<file path="src/hdl/kdrs_pkg.sv">
// shared types and constants for the keypad debounce and repeat scanner
`default_nettype none

package kdrs_pkg;

   localparam int unsigned KDRS_NUM_KEYS        = 16;
   localparam int unsigned KDRS_KEY_W           = 4;
   localparam int unsigned KDRS_QUEUE_DEPTH     = 16;
   localparam int unsigned KDRS_POLL_FIFO_DEPTH = 2;
   localparam int unsigned KDRS_REQ_TDATA_W     = 48;
   localparam int unsigned KDRS_RSP_TDATA_W     = 8;
   localparam int unsigned KDRS_CSR_INDEX_W     = 2;
   localparam int unsigned KDRS_CSR_DATA_W      = 16;

   // register indexes of the configuration port
   typedef enum logic [KDRS_CSR_INDEX_W-1:0] {
      CSR_DEBOUNCE_MS     = 2'd0,
      CSR_REPEAT_DELAY_MS = 2'd1,
      CSR_REPEAT_RATE_MS  = 2'd2
   } kdrs_csr_type;

   typedef struct packed {
      logic [7:0]  debounce_ms;
      logic [15:0] repeat_delay_ms;
      logic [15:0] repeat_rate_ms;
   } kdrs_cfg_type;

   // one poll: now_ms in the upper bits, pressed_keys in the lower
   typedef struct packed {
      logic [31:0] now_ms;
      logic [15:0] pressed_keys;
   } kdrs_poll_type;

   // one result: key_valid lowest
   typedef struct packed {
      logic                  keys_dropped;
      logic [KDRS_KEY_W-1:0] key_index;
      logic                  key_valid;
   } kdrs_result_type;

endpackage

`default_nettype wire

</file>
<file path="src/hdl/kdrs_poll_fifo.sv">
// front end: accepts poll items and buffers them for the scan engine
`default_nettype none

module kdrs_poll_fifo (
   input  wire logic                   clock,
   input  wire logic                   reset,
   input  wire logic                   in_valid,
   output logic                        in_ready,
   input  wire kdrs_pkg::kdrs_poll_type in_item,
   output logic                        out_valid,
   input  wire logic                   out_pop,
   output kdrs_pkg::kdrs_poll_type     out_item
);
   import kdrs_pkg::*;

   localparam int unsigned PTR_W = $clog2(KDRS_POLL_FIFO_DEPTH);
   localparam int unsigned CNT_W = $clog2(KDRS_POLL_FIFO_DEPTH + 1);

   kdrs_poll_type entry_ff [KDRS_POLL_FIFO_DEPTH];
   logic [PTR_W-1:0] wr_ptr_ff, wr_ptr_in;
   logic [PTR_W-1:0] rd_ptr_ff, rd_ptr_in;
   logic [CNT_W-1:0] count_ff, count_in;
   logic             push;
   logic             pop;

   assign in_ready  = (count_ff != CNT_W'(KDRS_POLL_FIFO_DEPTH));
   assign out_valid = (count_ff != '0);
   assign out_item  = entry_ff[rd_ptr_ff];
   assign push      = in_valid && in_ready;
   assign pop       = out_pop && out_valid;

   always_comb begin
      wr_ptr_in = wr_ptr_ff;
      rd_ptr_in = rd_ptr_ff;
      count_in  = count_ff;
      if (push) begin
         wr_ptr_in = (wr_ptr_ff == PTR_W'(KDRS_POLL_FIFO_DEPTH - 1)) ? '0 : wr_ptr_ff + 1'b1;
      end
      if (pop) begin
         rd_ptr_in = (rd_ptr_ff == PTR_W'(KDRS_POLL_FIFO_DEPTH - 1)) ? '0 : rd_ptr_ff + 1'b1;
      end
      if (push && !pop) begin
         count_in = count_ff + 1'b1;
      end else if (pop && !push) begin
         count_in = count_ff - 1'b1;
      end
   end

   always_ff @(posedge clock) begin
      if (reset) begin
         wr_ptr_ff <= '0;
         rd_ptr_ff <= '0;
         count_ff  <= '0;
      end else begin
         wr_ptr_ff <= wr_ptr_in;
         rd_ptr_ff <= rd_ptr_in;
         count_ff  <= count_in;
      end
   end

   always_ff @(posedge clock) begin
      if (push) begin
         entry_ff[wr_ptr_ff] <= in_item;
      end
   end

endmodule

`default_nettype wire

</file>
<file path="src/hdl/kdrs_scan_engine.sv">
// back end: auto-repeat, key scan, key queue and result register
`default_nettype none

module kdrs_scan_engine #(
   parameter  int unsigned QUEUE_DEPTH = kdrs_pkg::KDRS_QUEUE_DEPTH,
   localparam int unsigned QCNT_W      = $clog2(QUEUE_DEPTH + 1)
) (
   input  wire logic                     clock,
   input  wire logic                     reset,
   input  wire kdrs_pkg::kdrs_cfg_type   cfg,
   input  wire logic                     poll_valid,
   input  wire kdrs_pkg::kdrs_poll_type  poll_item,
   output logic                          poll_pop,
   output logic                          rsp_valid,
   input  wire logic                     rsp_ready,
   output kdrs_pkg::kdrs_result_type     rsp_result,
   output logic [QCNT_W-1:0]             queue_count
);
   import kdrs_pkg::*;

   localparam int unsigned QPTR_W = $clog2(QUEUE_DEPTH);

   localparam int unsigned FLAG_PRESS = 0;
   localparam int unsigned FLAG_DOWN  = 1;
   localparam int unsigned FLAG_SENT  = 2;

   typedef enum logic [4:0] {
      ST_IDLE   = 5'b00001,
      ST_REPEAT = 5'b00010,
      ST_SCAN   = 5'b00100,
      ST_READ   = 5'b01000,
      ST_EMIT   = 5'b10000
   } state_type;

   typedef enum logic [2:0] {
      RPT_IDLE   = 3'b001,
      RPT_DELAY  = 3'b010,
      RPT_ACTIVE = 3'b100
   } phase_type;

   state_type             state_ff, state_in;
   phase_type             phase_ff, phase_in;
   logic [15:0]           pressed_ff;
   logic [31:0]           now_ff;
   logic [KDRS_KEY_W-1:0] key_cnt_ff, key_cnt_in;
   logic [KDRS_KEY_W-1:0] last_key_ff, last_key_in;
   logic [31:0]           mark_ff, mark_in;
   logic [2:0]            flags_ff [KDRS_NUM_KEYS];
   logic [31:0]           start_ff [KDRS_NUM_KEYS];

   logic [KDRS_KEY_W-1:0] queue_mem [QUEUE_DEPTH];
   logic [KDRS_KEY_W-1:0] q_rd_data_ff;
   logic [QPTR_W-1:0]     q_wr_ptr_ff, q_wr_ptr_in;
   logic [QPTR_W-1:0]     q_rd_ptr_ff, q_rd_ptr_in;
   logic [QCNT_W-1:0]     q_count_ff, q_count_in;
   logic                  drop_ff, drop_in;
   logic                  q_full;
   logic                  q_write;

   logic                  rsp_valid_ff, rsp_valid_in;
   kdrs_result_type       rsp_result_ff, rsp_result_in;

   logic [KDRS_KEY_W-1:0] flag_sel;
   logic [2:0]            cur_flags;
   logic [2:0]            flags_wr_val;
   logic                  flags_wr_en;
   logic                  start_wr_en;
   logic                  key_pressed;
   logic                  rpt_armed;
   logic [15:0]           rate_eff;
   logic [31:0]           time_ref;
   logic [31:0]           time_limit;
   logic [31:0]           elapsed;
   logic                  passed;
   logic                  enq_req;
   logic [KDRS_KEY_W-1:0] enq_key;
   logic                  emit;

   // shared flag read port: last sent key during the repeat step, scan key otherwise
   assign flag_sel    = (state_ff == ST_REPEAT) ? last_key_ff : key_cnt_ff;
   assign cur_flags   = flags_ff[flag_sel];
   assign key_pressed = pressed_ff[key_cnt_ff];
   assign rpt_armed   = ((phase_ff == RPT_DELAY) || (phase_ff == RPT_ACTIVE)) &&
                        cur_flags[FLAG_DOWN];
   assign rate_eff    = (cfg.repeat_rate_ms != 16'd0) ? cfg.repeat_rate_ms :
                        {2'b00, cfg.repeat_delay_ms[15:2]};

   // one elapsed-time compare per cycle, wraps modulo 2^32
   always_comb begin
      if (state_ff == ST_REPEAT) begin
         time_ref   = mark_ff;
         time_limit = (phase_ff == RPT_DELAY) ? {16'd0, cfg.repeat_delay_ms} :
                                                {16'd0, rate_eff};
      end else begin
         time_ref   = start_ff[key_cnt_ff];
         time_limit = {24'd0, cfg.debounce_ms};
      end
   end

   assign elapsed = now_ff - time_ref;
   assign passed  = (elapsed > time_limit);

   always_comb begin
      state_in     = state_ff;
      phase_in     = phase_ff;
      key_cnt_in   = key_cnt_ff;
      last_key_in  = last_key_ff;
      mark_in      = mark_ff;
      flags_wr_en  = 1'b0;
      flags_wr_val = cur_flags;
      start_wr_en  = 1'b0;
      enq_req      = 1'b0;
      enq_key      = last_key_ff;
      poll_pop     = 1'b0;
      emit         = 1'b0;
      case (state_ff)
         ST_IDLE: begin
            if (poll_valid) begin
               poll_pop = 1'b1;
               state_in = ST_REPEAT;
            end
         end
         ST_REPEAT: begin
            if (rpt_armed) begin
               if (passed) begin
                  enq_req  = 1'b1;
                  mark_in  = now_ff;
                  phase_in = RPT_ACTIVE;
               end
            end else begin
               phase_in = RPT_IDLE;
            end
            key_cnt_in = '0;
            state_in   = ST_SCAN;
         end
         ST_SCAN: begin
            flags_wr_en = 1'b1;
            if (!key_pressed) begin
               if (cur_flags[FLAG_DOWN]) begin
                  flags_wr_val = 3'b000;
               end
            end else if (cur_flags[FLAG_DOWN]) begin
               if (!cur_flags[FLAG_SENT]) begin
                  enq_req                 = 1'b1;
                  enq_key                 = key_cnt_ff;
                  last_key_in             = key_cnt_ff;
                  flags_wr_val[FLAG_SENT] = 1'b1;
                  if (cfg.repeat_delay_ms != 16'd0) begin
                     mark_in  = now_ff;
                     phase_in = RPT_DELAY;
                  end
               end
            end else if (cur_flags[FLAG_PRESS]) begin
               if (passed) begin
                  flags_wr_val[FLAG_DOWN] = 1'b1;
               end
            end else begin
               start_wr_en              = 1'b1;
               flags_wr_val[FLAG_PRESS] = 1'b1;
            end
            key_cnt_in = key_cnt_ff + 1'b1;
            if (key_cnt_ff == KDRS_KEY_W'(KDRS_NUM_KEYS - 1)) begin
               state_in = ST_READ;
            end
         end
         ST_READ: begin
            state_in = ST_EMIT;
         end
         ST_EMIT: begin
            if (!rsp_valid_ff || rsp_ready) begin
               emit     = 1'b1;
               state_in = ST_IDLE;
            end
         end
         default: begin
            state_in = ST_IDLE;
         end
      endcase
   end

   // key queue bookkeeping; enqueue and dequeue never share a cycle
   assign q_full  = (q_count_ff == QCNT_W'(QUEUE_DEPTH));
   assign q_write = enq_req && !q_full;

   always_comb begin
      q_wr_ptr_in = q_wr_ptr_ff;
      q_rd_ptr_in = q_rd_ptr_ff;
      q_count_in  = q_count_ff;
      drop_in     = drop_ff;
      if (poll_pop) begin
         drop_in = 1'b0;
      end
      if (enq_req) begin
         if (q_full) begin
            drop_in = 1'b1;
         end else begin
            q_wr_ptr_in = (q_wr_ptr_ff == QPTR_W'(QUEUE_DEPTH - 1)) ? '0 :
                          q_wr_ptr_ff + 1'b1;
            q_count_in  = q_count_ff + 1'b1;
         end
      end
      if (emit && (q_count_ff != '0)) begin
         q_rd_ptr_in = (q_rd_ptr_ff == QPTR_W'(QUEUE_DEPTH - 1)) ? '0 :
                       q_rd_ptr_ff + 1'b1;
         q_count_in  = q_count_ff - 1'b1;
      end
   end

   always_comb begin
      rsp_result_in = rsp_result_ff;
      rsp_valid_in  = rsp_valid_ff;
      if (rsp_ready) begin
         rsp_valid_in = 1'b0;
      end
      if (emit) begin
         rsp_valid_in               = 1'b1;
         rsp_result_in.key_valid    = (q_count_ff != '0);
         rsp_result_in.key_index    = (q_count_ff != '0) ? q_rd_data_ff : '0;
         rsp_result_in.keys_dropped = drop_ff;
      end
   end

   always_ff @(posedge clock) begin
      if (reset) begin
         state_ff     <= ST_IDLE;
         phase_ff     <= RPT_IDLE;
         key_cnt_ff   <= '0;
         last_key_ff  <= '0;
         q_wr_ptr_ff  <= '0;
         q_rd_ptr_ff  <= '0;
         q_count_ff   <= '0;
         drop_ff      <= 1'b0;
         rsp_valid_ff <= 1'b0;
         for (int i = 0; i < KDRS_NUM_KEYS; i++) begin
            flags_ff[i] <= 3'b000;
         end
      end else begin
         state_ff     <= state_in;
         phase_ff     <= phase_in;
         key_cnt_ff   <= key_cnt_in;
         last_key_ff  <= last_key_in;
         q_wr_ptr_ff  <= q_wr_ptr_in;
         q_rd_ptr_ff  <= q_rd_ptr_in;
         q_count_ff   <= q_count_in;
         drop_ff      <= drop_in;
         rsp_valid_ff <= rsp_valid_in;
         if (flags_wr_en) begin
            flags_ff[key_cnt_ff] <= flags_wr_val;
         end
      end
   end

   // payload registers
   always_ff @(posedge clock) begin
      mark_ff       <= mark_in;
      rsp_result_ff <= rsp_result_in;
      if (poll_pop) begin
         pressed_ff <= poll_item.pressed_keys;
         now_ff     <= poll_item.now_ms;
      end
      if (start_wr_en) begin
         start_ff[key_cnt_ff] <= now_ff;
      end
   end

   // key queue memory, registered read of the head
   always_ff @(posedge clock) begin
      if (q_write) begin
         queue_mem[q_wr_ptr_ff] <= enq_key;
      end
      q_rd_data_ff <= queue_mem[q_rd_ptr_ff];
   end

   assign rsp_valid   = rsp_valid_ff;
   assign rsp_result  = rsp_result_ff;
   assign queue_count = q_count_ff;

endmodule

`default_nettype wire

</file>
<file path="src/hdl/keypad_debounce_repeat_scanner_core.sv">
// top level of the keypad debounce and auto-repeat scanner
`default_nettype none

// channel   dir  payload                                   accepted when
// req_      in   tdata: pressed_keys[15:0], now_ms[47:16]   req_tvalid & req_tready
// rsp_      out  tdata: key_valid[0], key_index[4:1],       rsp_tvalid & rsp_tready
//                       keys_dropped[5], zero [7:6]
// csr_      in   index 0 debounce, 1 repeat delay, 2 rate   csr_wr_en
//
// each poll passes through the scan engine in order: dequeue, the auto-repeat
// step, the key walk over all sixteen keys (one key per cycle through the
// shared flag and start-time read port), the key queue read and the load of the
// result register; the engine takes no new poll until it is back in idle
// reset is synchronous and clears flags, repeat phase, queue pointers and valids
// a two-entry poll buffer keeps taking items, until it is full, while the engine
// works or while a result waits on rsp_tready; the engine holds in its emit step
// until the result register is free

module keypad_debounce_repeat_scanner_core #(
   parameter int unsigned QUEUE_DEPTH = kdrs_pkg::KDRS_QUEUE_DEPTH
) (
   input  wire logic                                   clock,
   input  wire logic                                   reset,
   // pressed_keys[15:0], now_ms[47:16]
   input  wire logic [kdrs_pkg::KDRS_REQ_TDATA_W-1:0]  req_tdata,
   input  wire logic                                   req_tvalid,
   output logic                                        req_tready,
   // key_valid[0], key_index[4:1], keys_dropped[5], zero pad [7:6]
   output logic [kdrs_pkg::KDRS_RSP_TDATA_W-1:0]       rsp_tdata,
   output logic                                        rsp_tvalid,
   input  wire logic                                   rsp_tready,
   input  wire logic                                   csr_wr_en,
   input  wire logic [kdrs_pkg::KDRS_CSR_INDEX_W-1:0]  csr_index,
   input  wire logic [kdrs_pkg::KDRS_CSR_DATA_W-1:0]   csr_wr_data
);
   import kdrs_pkg::*;

   localparam int unsigned QCNT_W = $clog2(QUEUE_DEPTH + 1);

   kdrs_cfg_type    cfg_ff, cfg_in;
   kdrs_poll_type   req_item;
   kdrs_poll_type   poll_item;
   logic            poll_valid;
   logic            poll_pop;
   kdrs_result_type rsp_result;
   logic [QCNT_W-1:0] queue_count;

   // configuration registers; unknown indexes are ignored
   always_comb begin
      cfg_in = cfg_ff;
      if (csr_wr_en) begin
         case (csr_index)
            CSR_DEBOUNCE_MS:     cfg_in.debounce_ms     = csr_wr_data[7:0];
            CSR_REPEAT_DELAY_MS: cfg_in.repeat_delay_ms = csr_wr_data;
            CSR_REPEAT_RATE_MS:  cfg_in.repeat_rate_ms  = csr_wr_data;
            default: begin
            end
         endcase
      end
   end

   always_ff @(posedge clock) begin
      if (reset) begin
         cfg_ff <= '0;
      end else begin
         cfg_ff <= cfg_in;
      end
   end

   // unpack the request word
   assign req_item.pressed_keys = req_tdata[15:0];
   assign req_item.now_ms       = req_tdata[47:16];

   // front: poll buffer
   kdrs_poll_fifo u_poll_fifo (
      .clock     (clock),
      .reset     (reset),
      .in_valid  (req_tvalid),
      .in_ready  (req_tready),
      .in_item   (req_item),
      .out_valid (poll_valid),
      .out_pop   (poll_pop),
      .out_item  (poll_item)
   );

   // back: repeat, scan, key queue, result register
   kdrs_scan_engine #(
      .QUEUE_DEPTH (QUEUE_DEPTH)
   ) u_scan_engine (
      .clock       (clock),
      .reset       (reset),
      .cfg         (cfg_ff),
      .poll_valid  (poll_valid),
      .poll_item   (poll_item),
      .poll_pop    (poll_pop),
      .rsp_valid   (rsp_tvalid),
      .rsp_ready   (rsp_tready),
      .rsp_result  (rsp_result),
      .queue_count (queue_count)
   );

   // pack the result, pad to a whole byte
   assign rsp_tdata = {2'b00, rsp_result};

   // no key index without a delivered key
   assert property (@(posedge clock) disable iff (reset)
      (rsp_tvalid && !rsp_tdata[0]) |-> (rsp_tdata[4:1] == 4'd0))
      else $error("key index set on an empty result");

   // reset leaves no result pending
   assert property (@(posedge clock) reset |=> !rsp_tvalid)
      else $error("result valid right after reset");

   // the key queue never holds more than its depth
   assert property (@(posedge clock) disable iff (reset)
      queue_count <= QCNT_W'(QUEUE_DEPTH))
      else $error("key queue count beyond depth");

   // the engine only takes a poll the buffer actually holds
   assert property (@(posedge clock) disable iff (reset)
      poll_pop |-> poll_valid)
      else $error("poll taken from an empty buffer");

endmodule

`default_nettype wire
</file>
<file path="config.mk">
export PLATFORM = sky130hd
export DESIGN_NAME = keypad_debounce_repeat_scanner_core
export DESIGN_NICKNAME = d
export VERILOG_FILES = /design/src/hdl/kdrs_pkg.sv /design/src/hdl/kdrs_poll_fifo.sv /design/src/hdl/kdrs_scan_engine.sv /design/src/hdl/keypad_debounce_repeat_scanner_core.sv
export SDC_FILE = /design/constraint.sdc
export NUM_CORES = 1
export LEC_CHECK = 0
export BUFFER_PORTS_ARGS = -buffer_cell sky130_fd_sc_hd__buf_2
export CORE_MARGIN = 4
export CORE_UTILIZATION = 45
export DETAILED_ROUTE_END_ITERATION = 8
export PLACE_DENSITY = 0.58
export RECOVER_POWER = 100
export SETUP_SLACK_MARGIN = 0.5
export SYNTH_ARGS = -nofsm -noshare
export SYNTH_HDL_FRONTEND = slang
export SYNTH_HIERARCHICAL = 1
export SYNTH_SLANG_ARGS = --single-unit
</file>
<file path="constraint.sdc">
create_clock -name clock -period 17.6 [get_ports clock]
set_input_delay 3.52 -clock clock [delete_from_list [all_inputs] [get_ports clock]]
set_output_delay 3.52 -clock clock [all_outputs]
set_load 0.05 [all_outputs]
</file>
==> results of run 1 <==
==> flip-flops by register name, summed over array words and instances, names as in the netlist, 5 cells and up, named ones only <==
register                   cells
cfg_ff                        40
u_scan_engine/mark_ff         32
u_poll_fifo/entry_ff          96
u_scan_engine/queue_count      5
u_scan_engine/now_ff          32
u_scan_engine/start_ff       512
u_scan_engine/pressed_ff      16
u_scan_engine/flags_ff        48
u_scan_engine/rsp_result       6
u_scan_engine/queue_mem       64
u_scan_engine/state_ff         5
==> power by group <==
part | switching [W] | leakage [nW] | internal (W) | total, W
clock | 0.000793 | 1.48 | 0.00114 | 0.00193
combinational | 0.000547 | 4.07 | 0.000362 | 0.000909
sequential | 0.000177 | 7.96 | 0.00260 | 0.00277
total | 0.00152 | 13.5 | 0.00410 | 0.00562
==> final cells by class <==
type / instances / area [um^2]
Fill cell: 6728 / 40300
Sequential cell: 890 / 25900
Multi-Input combinational cell: 1146 / 10900
Clock buffer: 122 / 2560
Tap cell: 1070 / 1340
Timing Repair Buffer: 117 / 542
Clock inverter: 51 / 468
Inverter: 26 / 97.6
==> cell families (layout without fill, tap and decap cells) <==
group,count (synthesis),in the layout
flip-flops,890,890
AND/OR/NAND/NOR,483,483
multiplexers,330,330
AO/OA/AOI/OAI,243,243
buffers and inverters,133,316
adder cells (fa/ha/maj),64,64
XOR/XNOR,24,24
other,1,2
==> layout by cell type (no fill, tap or decap), types with 79 or more instances in the layout <==
cell type,Yosys,routed
dfxtp_1,84,80
clkbuf_1,65,79
nand2_1,84,87
nand2b_1,86,86
a21oi_1,88,89
clkbuf_16,0,97
edfxtp_1,806,806
mux4_2,184,184
nor2_1,113,102
mux2i_1,88,88
==> path summary, 6_finish.rpt <==
path / cells after the start / slack (ps) / endpoint / start
max: 25 / 7470 / u_scan_engine/mark_ff[7] / u_scan_engine/state_ff[1]
min: 0 / 460 / u_scan_engine/rsp_result[5] / u_scan_engine/drop_ff
max reg2reg: 25 / 7470 / u_scan_engine/mark_ff[7] / u_scan_engine/state_ff[1]
min reg2reg: 0 / 460 / u_scan_engine/rsp_result[5] / u_scan_engine/drop_ff
==> per-layer routing <==
metal,vias up,track usage,wire (um)
met1,10400,0.283,38800
li1,8863,-,-
met2,563,0.315,40300
met5,-,0,13
met4,2,0.0566,2200
met3,135,0.0297,4490
==> per-stage QoR <==
step	worst slack, ps	hold slack [ps]	instances
CTS	8960	447	3422
global route	6410	478	3422
detailed placement	9020	444	3249
floorplan	9850	408	2169
global placement	9010	436	3249
finish	7470	456	3422
==> critical path, delay by kind of cell, from the launching register on <==
family / cells / cell delay (ps)
multiplexers: 1 / 740
XOR/XNOR: 1 / 160
AND/OR/NAND/NOR: 10 / 4130
AO/OA/AOI/OAI: 10 / 3000
flip-flops: 1 / 430
buffers and inverters: 1 / 440
adder cells (fa/ha/maj): 2 / 590
==> impl_metrics.ini, run 1 <==
[status]
violations = capacitance limit, slew limit
status = finished with violations

[detailed_routing]
drc = 0
wl_per_cell_um = 25.1
firstDrtPassIters = 5
num_vias = 19900
drt_wl_total_mm = 85.9
drt_iter0_markers = 1612
antenna_left = 0
vias_per_cell = 5.83

[synth]
avgSynthCellArea_um2 = 17.2
synth_compound_area_frac = 0.0430
synth.yosys.warnings = 6
yosysSeqAreaShare = 0.693
synthXorXnorAreaFrac = 0.00563
async_flop_share = 0
synth.top_cells.by_count = edfxtp_1 (806), mux4_2 (184), nor2_1 (113), a21oi_1 (88), mux2i_1 (88)
synth_top_family_by_area = multiplexers
synth_cell_type_count = 88
synth_fa_ha_area_frac = 0.0218
synth-seq-cells = 890
synth_cells = 2168
synth-simple-area-share = 0.0680
synth_top_area_cell = edfxtp_1
synthDominantCellAreaShare = 0.648
synthMostInstantiatedCell = edfxtp_1
syn-cell-area_um2 = 37300
synth_edf_count = 806
yosys-top-cells-area = edfxtp_1 (65%), mux4_2 (11%), dfxtp_1 (4.5%), mux2i_1 (2.4%), ha_1 (2.1%)
synthFlopType = edfxtp_1
synthMuxAreaShare = 0.152

[finish]
diodes = 0
drive_gt1_frac = 0.194
fin_area_um2 = 41800
utilization = 0.509
final_nets = 2410
area.growth.synth_to_final_pct = 11.9

[job]
maxCapViolCount = 25

[power]
peakVddDrop_uv = 95.8
p_leak_nw = 13.5
total_power_w = 0.00562
p_per_area_nw_per_um2 = 134

[timing]
finalSetupViolCount = 0
tightest_slew_ps = 3910
final_max_slew_viol_count = 945
fin_crit_ps = 10130
max_freq_mhz = 98.7
tns_ps = 0
finalHoldViolCount = 0
fin_crit_sh = 0.576
slew_headroom = -1.61
skew_ps = 21.5
rsz0062_at_grt = false

[cts]
cts_root_buf = clkbuf_16
cts.htree.levels = 3
cts_tree = done
clk_pin_slew_ps = 60
cts_buffer_depth = 3
cts_buffers = 94
clk_latency_ps = 640
cts_sinks = 890
cts-resized-gates = 0
cts_setup_buffers = 0
ctsHoldBuffers = 0

[critical_path]
slowest_stage = nand2_1
crit_required_ps = 17610
critPathKind = reg2reg
crit_path_start_kind = register
worstSetupEndpointType = register
cp.arrival_ps = 10140
cpPeakStageDelay_ps = 1650
worstPathMaxFanout = 55

[placement]
placed_area_um2 = 39000
hpwlAfterDp_mm = 49.3
gp_congestion = 0.891
portBuffers = 78

[die]
dieHeight_um = 296
core_area_um2 = 82100
fp.dieArea_um2 = 87700
die_w_um = 296
io_pins = 81
rows = 105
start_util = 0.455

[global_routing]
grt_pass1_vias = 20500
grt_pass1_wl_mm = 129
grt_max_degree = 70
antenna_found_initial = 1
gr-total-overflow = 0
grt_usage = 0.197

[hold_path]
hp-class = reg2reg
No activity file was read; power rests on OpenSTA's default activity.
==> inputs of run 2 (changes only) <==
==> constraint.sdc (replaced) <==
create_clock -name clock -period 9.4 [get_ports clock]
set_input_delay 1.88 -clock clock [delete_from_list [all_inputs] [get_ports clock]]
set_output_delay 1.88 -clock clock [all_outputs]
set_load 0.05 [all_outputs]
==> impl_metrics.ini, run 2 (synthesis gave the netlist of run 1 again) <==
[power]
p_per_area_nw_per_um2 = 251
peakVddDrop_uv = 148
p_leak_nw = 13.5

[timing]
tightest_slew_ps = 4020
tns_ps = 0
max_freq_mhz = 120
fin_crit_sh = 0.884
final_max_slew_viol_count = 867
skew_ps = 20.3
rsz0062_at_grt = false
slew_headroom = -1.68
fin_crit_ps = 8310
finalHoldViolCount = 0
finalSetupViolCount = 0

[die]
dieHeight_um = 296
fp.dieArea_um2 = 87700
start_util = 0.455
rows = 105
io_pins = 81
core_area_um2 = 82100
die_w_um = 296

[global_routing]
gr-total-overflow = 0
antenna_found_initial = 0
grt_usage = 0.198
grt_pass1_wl_mm = 130
grt_max_degree = 110
grt_pass1_vias = 20600

[critical_path]
crit_chain = nor2b_1 > clkbuf_1 > a21oi_1 > nor2_1 > mux2_2 > nor2_1 > a211oi_1 > a311oi_1 > a21o_1 > nor3b_1 > nand2_1 > nor2_1 > clkbuf_1
worstPathMaxFanout = 18
crit_required_ps = 9630
critPathKind = reg2reg
crit_path_start_kind = register
slowest_stage = nor2_1
reg2reg_slack_ps = 1090
cp.arrival_ps = 8540
worstSetupEndpointType = register
cpPeakStageDelay_ps = 1850
cpMostUsedCell = nor2_1

[placement]
gp_congestion = 0.934
portBuffers = 78
hpwlAfterDp_mm = 50.7

[cts]
cts_tree = done
clk_latency_ps = 650
cts_sinks = 890
cts-resized-gates = 0
cts_setup_buffers = 0
cts_buffer_depth = 3
clk_pin_slew_ps = 60
ctsHoldBuffers = 0
cts_root_buf = clkbuf_16
cts_buffers = 94
cts.htree.levels = 3

[finish]
largest_register_ffs = 512
final_nets = 2417
largest_register = u_scan_engine/start_ff
area.growth.synth_to_final_pct = 11.9
utilization = 0.509
drive_gt1_frac = 0.196
layout_commonest_cell = edfxtp_1
top_regs = u_scan_engine/start_ff: 512 flops, u_poll_fifo/entry_ff: 96 flops, u_scan_engine/queue_mem: 64 flops
final_cell_mix = edfxtp_1 (806), mux4_2 (184), nor2_1 (106)
diodes = 0
nFillCells = 6684

[status]
status = finished with violations
violations = capacitance limit, slew limit

[detailed_routing]
drc = 0
firstDrtPassIters = 6
vias_per_cell = 5.82
num_vias = 20000
drt_iter0_markers = 1657
drt_wl_total_mm = 86.1
antenna_left = 0
wl_per_cell_um = 25.1

[hold_path]
hp-class = reg2reg

[job]
maxCapViolCount = 25
## run 2: cell count changes in the layout (fill, tap and decap cells not counted), moves of 4 or more
cell      change
nor2_1        +4
and2_1        +4
and2_0        -4
buf_4         +4
clkbuf_1     +11
nor2_4        -4
clkinv_1      -5
## run 2: layout make-up
cell class                 instances  area, um^2  share of cell area
clock inverter                    44         407             0.00974
inverter                          26        97.6             0.00234
sequential                       890       25900               0.620
multi-input combinational       1146       10900               0.260
timing repair buffer             124         601              0.0144
clock buffer                     130        2560              0.0613
tap                             1070        1340              0.0321
## run 2: report_power, final
group	internal (W)	switching, W	leakage (nW)	total [W]
clock	0.00205	0.00150	1.44	0.00355
combinational	0.000683	0.00106	4.12	0.00175
sequential	0.00486	0.000318	7.96	0.00518
## run 2: worst paths after layout
path	endpoint	depth (start not counted)	from
setup reg to reg	u_scan_engine/start_ff[14][5]	13	u_scan_engine/state_ff[1]
hold reg to reg	u_scan_engine/rsp_result[5]	0	u_scan_engine/drop_ff
setup / recovery	u_scan_engine/start_ff[14][5]	13	u_scan_engine/state_ff[1]
hold / removal	u_scan_engine/rsp_result[5]	0	u_scan_engine/drop_ff
## run 2: layer usage
metal	track usage	vias to the layer above	routed length, um
met3	0.0283	124	4100
met2	0.322	569	41000
met5	0	-	0
li1	-	8895	-
met1	0.287	10400	39100
met4	0.0478	0	1910
## run 2: per-stage QoR
step | setup slack, ps | hold WS, ps | cells | total power, W | cell area [um^2]
floorplan | 1650 | 408 | 2169 | 0.00637 | 37300
global placement | 1220 | 424 | 3255 | 0.00695 | 39000
detailed placement | 1120 | 424 | 3255 | 0.00700 | 39000
CTS | 1110 | 438 | 3429 | 0.0106 | 42000
global route | 371 | 464 | 3430 | 0.0110 | 41800
finish | 1090 | 442 | 3430 | 0.0105 | 41800
## run 2: worst max-delay path, delay by kind of cell, from the launching register on
kind / cells / cell delay [ps]
multiplexers: 1 / 450
buffers and inverters: 2 / 1710
AO/OA/AOI/OAI: 4 / 950
flip-flops: 1 / 420
AND/OR/NAND/NOR: 6 / 4340
==> inputs of run 3 (changes only) <==
--- a/config.mk
+++ b/config.mk
@@ -9,6 +9,7 @@
 export CORE_MARGIN = 4
 export CORE_UTILIZATION = 45
 export DETAILED_ROUTE_END_ITERATION = 8
+export GPL_TIMING_DRIVEN = 0
 export PLACE_DENSITY = 0.58
 export RECOVER_POWER = 100
 export SETUP_SLACK_MARGIN = 0.5
==> impl_metrics.ini, run 3 (synthesis gave the netlist of run 1 again) <==
[die]
fp.dieArea_um2 = 87700
core_area_um2 = 82100
rows = 105
start_util = 0.455
dieHeight_um = 296
io_pins = 81
die_w_um = 296

[cts]
cts_sinks = 890
cts.htree.levels = 3
cts_root_buf = clkbuf_16
cts_buffers = 95
clk_pin_slew_ps = 60
clk_latency_ps = 640
cts_tree = done
cts_buffer_depth = 3

[power]
p_int_w = 0.00765
peakVddDrop_uv = 171
clock_power_share = 0.341
p_leak_nw = 13.7
switchingPower_w = 0.00298
p_per_area_nw_per_um2 = 252
swShare = 0.280
seqPwrFrac = 0.489
comb_power_share = 0.170

[timing]
fin_crit_ps = 8790
fin_ws_ps = 614
finalSetupViolCount = 0
max_freq_mhz = 114
slew_headroom = -0.677
final_max_slew_viol_count = 521
finalHoldViolCount = 0
skew_ps = 25.9
tightest_slew_ps = 2520
fin_crit_sh = 0.935
rsz0062_at_grt = false
tns_ps = 0

[finish]
largest_register_ffs = 512
drive_gt1_frac = 0.194
nFillCells = 6770
area.growth.synth_to_final_pct = 13.0
layout_commonest_cell = edfxtp_1
largest_register = u_scan_engine/start_ff
diodes = 0
final_nets = 2514
final_cell_mix = edfxtp_1 (806), mux4_2 (184), clkbuf_1 (153)
top_regs = u_scan_engine/start_ff: 512 flops, u_poll_fifo/entry_ff: 96 flops, u_scan_engine/queue_mem: 64 flops

[detailed_routing]
drt_iter0_markers = 1791
wl_per_cell_um = 25.7
antenna_left = 0
vias_per_cell = 5.77
firstDrtPassIters = 6
drc = 0
drt_wl_total_mm = 90.8
num_vias = 20300

[critical_path]
critPathKind = reg2reg
cpPeakStageDelay_ps = 660
cp_top_family = simple AND/OR/NAND/NOR gates
crit_required_ps = 9760
path_buf_inv = 4
cp.arrival_ps = 9140
worstSetupEndpointType = register
crit_path_start_kind = register
slowest_stage = or4b_4
worstPathMaxFanout = 10

[hold_path]
hp-class = reg2reg

[job]
maxCapViolCount = 27

[status]
violations = capacitance limit, slew limit
status = finished with violations

[global_routing]
grt_pass1_wl_mm = 134
grt_max_degree = 34
gr-total-overflow = 0
antenna_found_initial = 1
grt_pass1_vias = 20800
grt_usage = 0.208

[placement]
hpwlAfterDp_mm = 60.8
portBuffers = 78
gp_congestion = 0.889
pre_cts_slack_ps = -906
==> run 3: cell count changes in the layout (fill, tap and decap cells not counted), moves of 5 or more <==
cell,before,now
clkbuf_1,90,153
buf_2,47,57
buf_4,16,8
clkbuf_2,0,8
buf_1,0,7
nor2_1,106,113
nor2_4,8,1
buf_6,0,6
clkbuf_16,95,100
clkinv_2,14,19
dfxtp_1,79,84
==> run 3: through the flow <==
stage	utilization	instance area, um^2	cells	total power [W]	hold WS [ps]
CTS	0.521	42800	3523	0.0107	481
floorplan	-	37300	2169	0.00637	408
global route	0.514	42200	3525	0.0111	506
detailed placement	0.483	39700	3350	0.00709	467
global placement	0.476	39100	3317	0.00702	461
finish	0.514	42200	3525	0.0106	482
==> run 3: timing repair <==
| action | 4_1_cts | 5_1_grt |
|---|---|---|
| setup buffers | 0 | 2 |
| hold buffers | 0 | 0 |
| resized for setup | 22 | 5 |
| endpoints found under the setup margin | 124 | 121 |
| pin swaps | 1 | 2 |
==> run 3: final timing paths <==
path	startpoint	endpoint	slack, ps	cells past startpoint
min	cfg_ff[37]	cfg_ff[37]	480	2
min reg2reg	cfg_ff[37]	cfg_ff[37]	480	2
max	register	u_scan_engine/queue_mem[4][1]	610	29
max reg2reg	register	u_scan_engine/queue_mem[4][1]	610	29
==> run 3: layer usage <==
layer  wire [um]  share of wire  vias up  global-route usage
met5           0              0        -                   0
met4        2070          0.023        0              0.0586
met3        4850          0.053      126              0.0333
met2       43500           0.48      613               0.339
met1       40300           0.44    10500               0.293
li1            -              -     9075                   -
==> run 3: worst min-delay path, delay by kind of cell (launching register included) <==
family / cells / cell delay (ps)
DFF: 1 / 310
muxes: 1 / 60
and+or+nand+nor: 1 / 60
==> run 3: area by class of cell <==
cell class | count | area (um^2) | share of cell area
Sequential cell | 890 | 25900 | 0.613
Inverter | 26 | 98.8 | 0.00234
Multi-Input combinational cell | 1146 | 10800 | 0.257
Buffer | 107 | 513 | 0.0122
Clock buffer | 128 | 2660 | 0.0630
Tap cell | 1070 | 1340 | 0.0317
Clock inverter | 45 | 379 | 0.00898
Timing Repair Buffer | 113 | 489 | 0.0116
==> run 3: power groups by stage <==
stage	registers [W]	clock network, W	logic, W
after global placement	0.00525	0	0.00177
after floorplan	0.00511	0	0.00125
after global routing	0.00525	0.00389	0.00198
after detailed placement	0.00528	0	0.00182
after CTS	0.00519	0.00372	0.00183
final	0.00520	0.00362	0.00181
